==> src/rtl/mhdcp_out_buf.sv <==
// ----------------------------------------------------------------------------
// mhdcp_out_buf
// output register with one skid entry; freezes the pipeline when full
// ----------------------------------------------------------------------------
module mhdcp_out_buf #(
  parameter int W = 258
) (
  input  logic         clk,
  input  logic         rst,
  input  logic         in_valid,
  input  logic [W-1:0] in_data,
  output logic         run,
  output logic         out_valid,
  input  logic         out_ready,
  output logic [W-1:0] out_data
);

  logic         skid_v;
  logic [W-1:0] skid;

  assign run = !skid_v;

  always_ff @(posedge clk) begin
    if (rst) begin
      out_valid <= 1'b0;
      skid_v    <= 1'b0;
    end else if (out_valid && !out_ready) begin
      if (run && in_valid) begin
        skid   <= in_data;
        skid_v <= 1'b1;
      end
    end else if (skid_v) begin
      out_data  <= skid;
      out_valid <= 1'b1;
      skid_v    <= 1'b0;
    end else begin
      out_data  <= in_data;
      out_valid <= in_valid;
    end
  end

  a_skid_behind_out: assert property (@(posedge clk) disable iff (rst)
    skid_v |-> out_valid) else $error("skid entry held without output entry");

  a_skid_fill: assert property (@(posedge clk) disable iff (rst)
    $rose(skid_v) |-> $past(out_valid && !out_ready && in_valid))
    else $error("skid filled without a blocked transaction");

endmodule
==> config.mk <==
export PLATFORM = sky130hd
export DESIGN_NAME = mhdcp_out_buf
export DESIGN_NICKNAME = d
export VERILOG_FILES = /design/src/rtl/mhdcp_out_buf.sv
export SDC_FILE = /design/constraint.sdc
export NUM_CORES = 1
export LEC_CHECK = 0
export BUFFER_PORTS_ARGS = -buffer_cell sky130_fd_sc_hd__buf_2
export CAP_MARGIN = 20
export CORE_AREA = 2 2 203 205
export CTS_BUF_LIST = sky130_fd_sc_hd__clkbuf_8
export DETAILED_ROUTE_END_ITERATION = 16
export DIE_AREA = 0 0 205 207
export PLACE_DENSITY = 0.86
export SLEW_MARGIN = 15
export SYNTH_ARGS = -nofsm -noshare
export SYNTH_HDL_FRONTEND = slang
export SYNTH_SLANG_ARGS = --single-unit
==> constraint.sdc <==
create_clock -name clk -period 15.6 [get_ports clk]
set_input_delay 0.78 -clock clk [delete_from_list [all_inputs] [get_ports clk]]
set_output_delay 0.78 -clock clk [all_outputs]
set_load 0.02 [all_outputs]
==> results by group <==
Power and ir drop
  – Worst VDD drop: 0.0000856 V
  – Net switching power: 0.669 mW
  – Logic gate share of total power: 0.081
  – Cell-internal power: 2.26 mW
  – Clk network pwr share: 0.368
  – Pleak: 9.38 nW
  – Final Power: 2.93 mW
  – Pwr/cell area: 121 nW/µm²
  – Sw Share: 0.228
  – Flop pwr share: 0.551

Setup path
  – Crit start category: flop
  – Worst Setup End Kind: flop
  – Critical path arrival: 3.74 ns
  – R2r setup slk: 12.22 ns
  – WS Path Type: flop to flop
  – WP data required: 15.95 ns
  – CP Max Fanout: 67

Floorplanning
  – Die H: 207 µm
  – Core ar.: 40400 µm²
  – Die ar.: 42400 µm²
  – Cell row count: 74
  – Initial Util: 0.482
  – Die W: 205 µm
  – Io pins: 522

STA
  – Period utilization: 0.217
  – Final min period: 3.38 ns
  – Max-slew violation count: 0
  – Setup_tns: 0 ns
  – RSZ-0062 raised after global routing: no
  – Final setup fails: 0
  – Highest clock rate: 0.296 GHz
  – Clock Skew: 0.0230 ns
  – Relative slew slack: 0.287
  – Slew @ Worst Pin: 1.07 ns
  – Final Hold Vio Count: 0
  – Hold_ws: 0.344 ns

Logic synthesis
  – Mapped cell area: 19500 µm²
  – Cell taking the most area after synthesis: edfxtp_1
  – Mean Syn Cell Area: 24.0 µm²
  – #FFs+latches synth: 518
  – Distinct cell type count after synthesis: 13
  – Top cells by area, synth: edfxtp_1, mux2_4, mux2_2
  – Syn_nets: 1074
  – Cells after Synth: 812
  – Share of the synthesized area in the top cell type: 0.796
  – Synth warnings: 0
  – Register area share after synthesis: 0.798

Drt
  – DRT Wirelength: 41900 µm
  – DR iter-0 viols: 541
  – Drt pass-1 iters: 5
  – Post-detailed-route wirelength per cell: 20.9 µm
  – Vias: 9889
  – Vias per inst: 4.94
  – Routed Antenna Nets: 0
  – Residual DRC: 0

Global route
  – Antenna violations before repair: 10
  – GR Util All Layers: 0.190
  – Largest net degree at the start of global routing: 176
  – GRT overflow: 0
  – First-pass GRT wire length: 60800 µm
  – Vias in the first global route: 10600

Placed design
  – DP Wirelength: 28300 µm
  – Port Buf Inserts: 521
  – Final Wtd Congestion: 0.808
  – Area post-placement: 22600 µm²

CTS
  – Root buf cell: clkbuf_8
  – CTS Buffer Depth: 3
  – CTS tree: done
  – Clock latency on the worst-skew pair: 0.62 ns
  – Num CTS Buffers: 82
  – Clock-pin slew on the worst setup and hold paths: 0.07 ns
  – Setup Fix Bufs, Post-CTS: 0
  – CTS HTree Levels: 3
  – Post-CTS Hold Buffers: 0
  – TritonCTS sink count: 518
  – Post-CTS resize count: 0

Run status
  – Status: finished, final reports clean

Layout
  – Layout cells sized above 1: 0.612
  – Finished Core Util: 0.597
  – Final Cell Area: 24100 µm²
  – Nets: 1660
  – Layout area overhead: 23.8%

Hold path
  – Worst hold path class: input pin to flop

Run
  – Max Cap Viol: 0
-- cell usage after synthesis, drive strengths merged --
cell type and number:
edfxtp 516, mux2 258, buf 29, dfxtp 2, a21oi 1, inv 1
nand2b 1, nor2 1, nor2b 1, nor3 1, nor4b 1
-- layout make-up --
class	instances	area, µm²
tap	532	666
antenna	7	17.5
fill	2898	16300
sequential	518	15500
timing repair buffer	531	2700
clock buffer	86	1180
multi-input combinational	264	3660
inverter	1	3.75
clock inverter	63	344
-- layout by cell type (no fill, tap or decap), drive strengths merged --
| cell | Yosys | final |
|---|---|---|
| clkinvlp | 0 | 4 |
| bufinv | 0 | 3 |
| nor2b | 1 | 1 |
| edfxtp | 516 | 516 |
| clkbuf | 0 | 86 |
| diode | 0 | 7 |
| nor2 | 1 | 1 |
| a21oi | 1 | 1 |
| buf | 29 | 531 |
| dfxtp | 2 | 2 |
| nor4b | 1 | 1 |
| nand2b | 1 | 1 |
| nor3 | 1 | 1 |
| clkinv | 0 | 30 |
| mux2 | 258 | 258 |
| inv | 1 | 27 |
-- cells by family after synthesis --
| family | after synthesis | share of synthesized area |
|---|---|---|
| flops | 518 | 0.798 |
| mux | 258 | 0.185 |
| buf+inv | 30 | 0.0147 |
| simple gates | 5 | 0.00186 |
| compound gates | 1 | 0.000257 |
-- power groups by stage --
stage / clock network, mW / logic [mW] / registers [mW]
final: 1.08 / 0.238 / 1.61
after global routing: 1.17 / 0.251 / 1.62
after CTS: 1.11 / 0.240 / 1.61
after detailed placement: 0 / 0.239 / 1.64
after global placement: 0 / 0.231 / 1.64
after floorplan: 0 / 0.0794 / 1.71
-- per-layer routing --
metal | global-route usage | wire [µm] | up-vias
met3 | 0.0688 | 3920 | 81
met4 | 0.0866 | 1290 | 6
met5 | 0 | 41 | -
li1 | - | - | 4446
met1 | 0.217 | 15800 | 4884
met2 | 0.320 | 20800 | 472
-- metrics by stage --
step,instances,setup WS [ns]
finish,2002,12.22
global route,1998,12.09
CTS,1995,12.24
detailed placement,1846,12.08
global placement,1846,12.18
floorplan,812,2.41
-- worst max-delay path, stage by stage (launching register included) --
cell     delay [ns]
dfxtp_4        0.91
buf_4          0.88
buf_4          0.81
mux2_2         0.41
-- flip-flops by register name (all words and copies together) (netlist names) --
signal     count
skid_v         1
out_valid      1
skid         258
out_data     258
-- worst paths after layout --
kind                        from  depth (start not counted)                     end
max          skid_v$_SDFFE_PP0P_                          3  out_data[58]$_DFFE_PP_
min reg2reg   skid[57]$_DFFE_PP_                          1  out_data[57]$_DFFE_PP_
max reg2reg  skid_v$_SDFFE_PP0P_                          3  out_data[58]$_DFFE_PP_
min                  in_data[34]                          1      skid[34]$_DFFE_PP_
No activity file was read; power rests on OpenSTA's default activity.
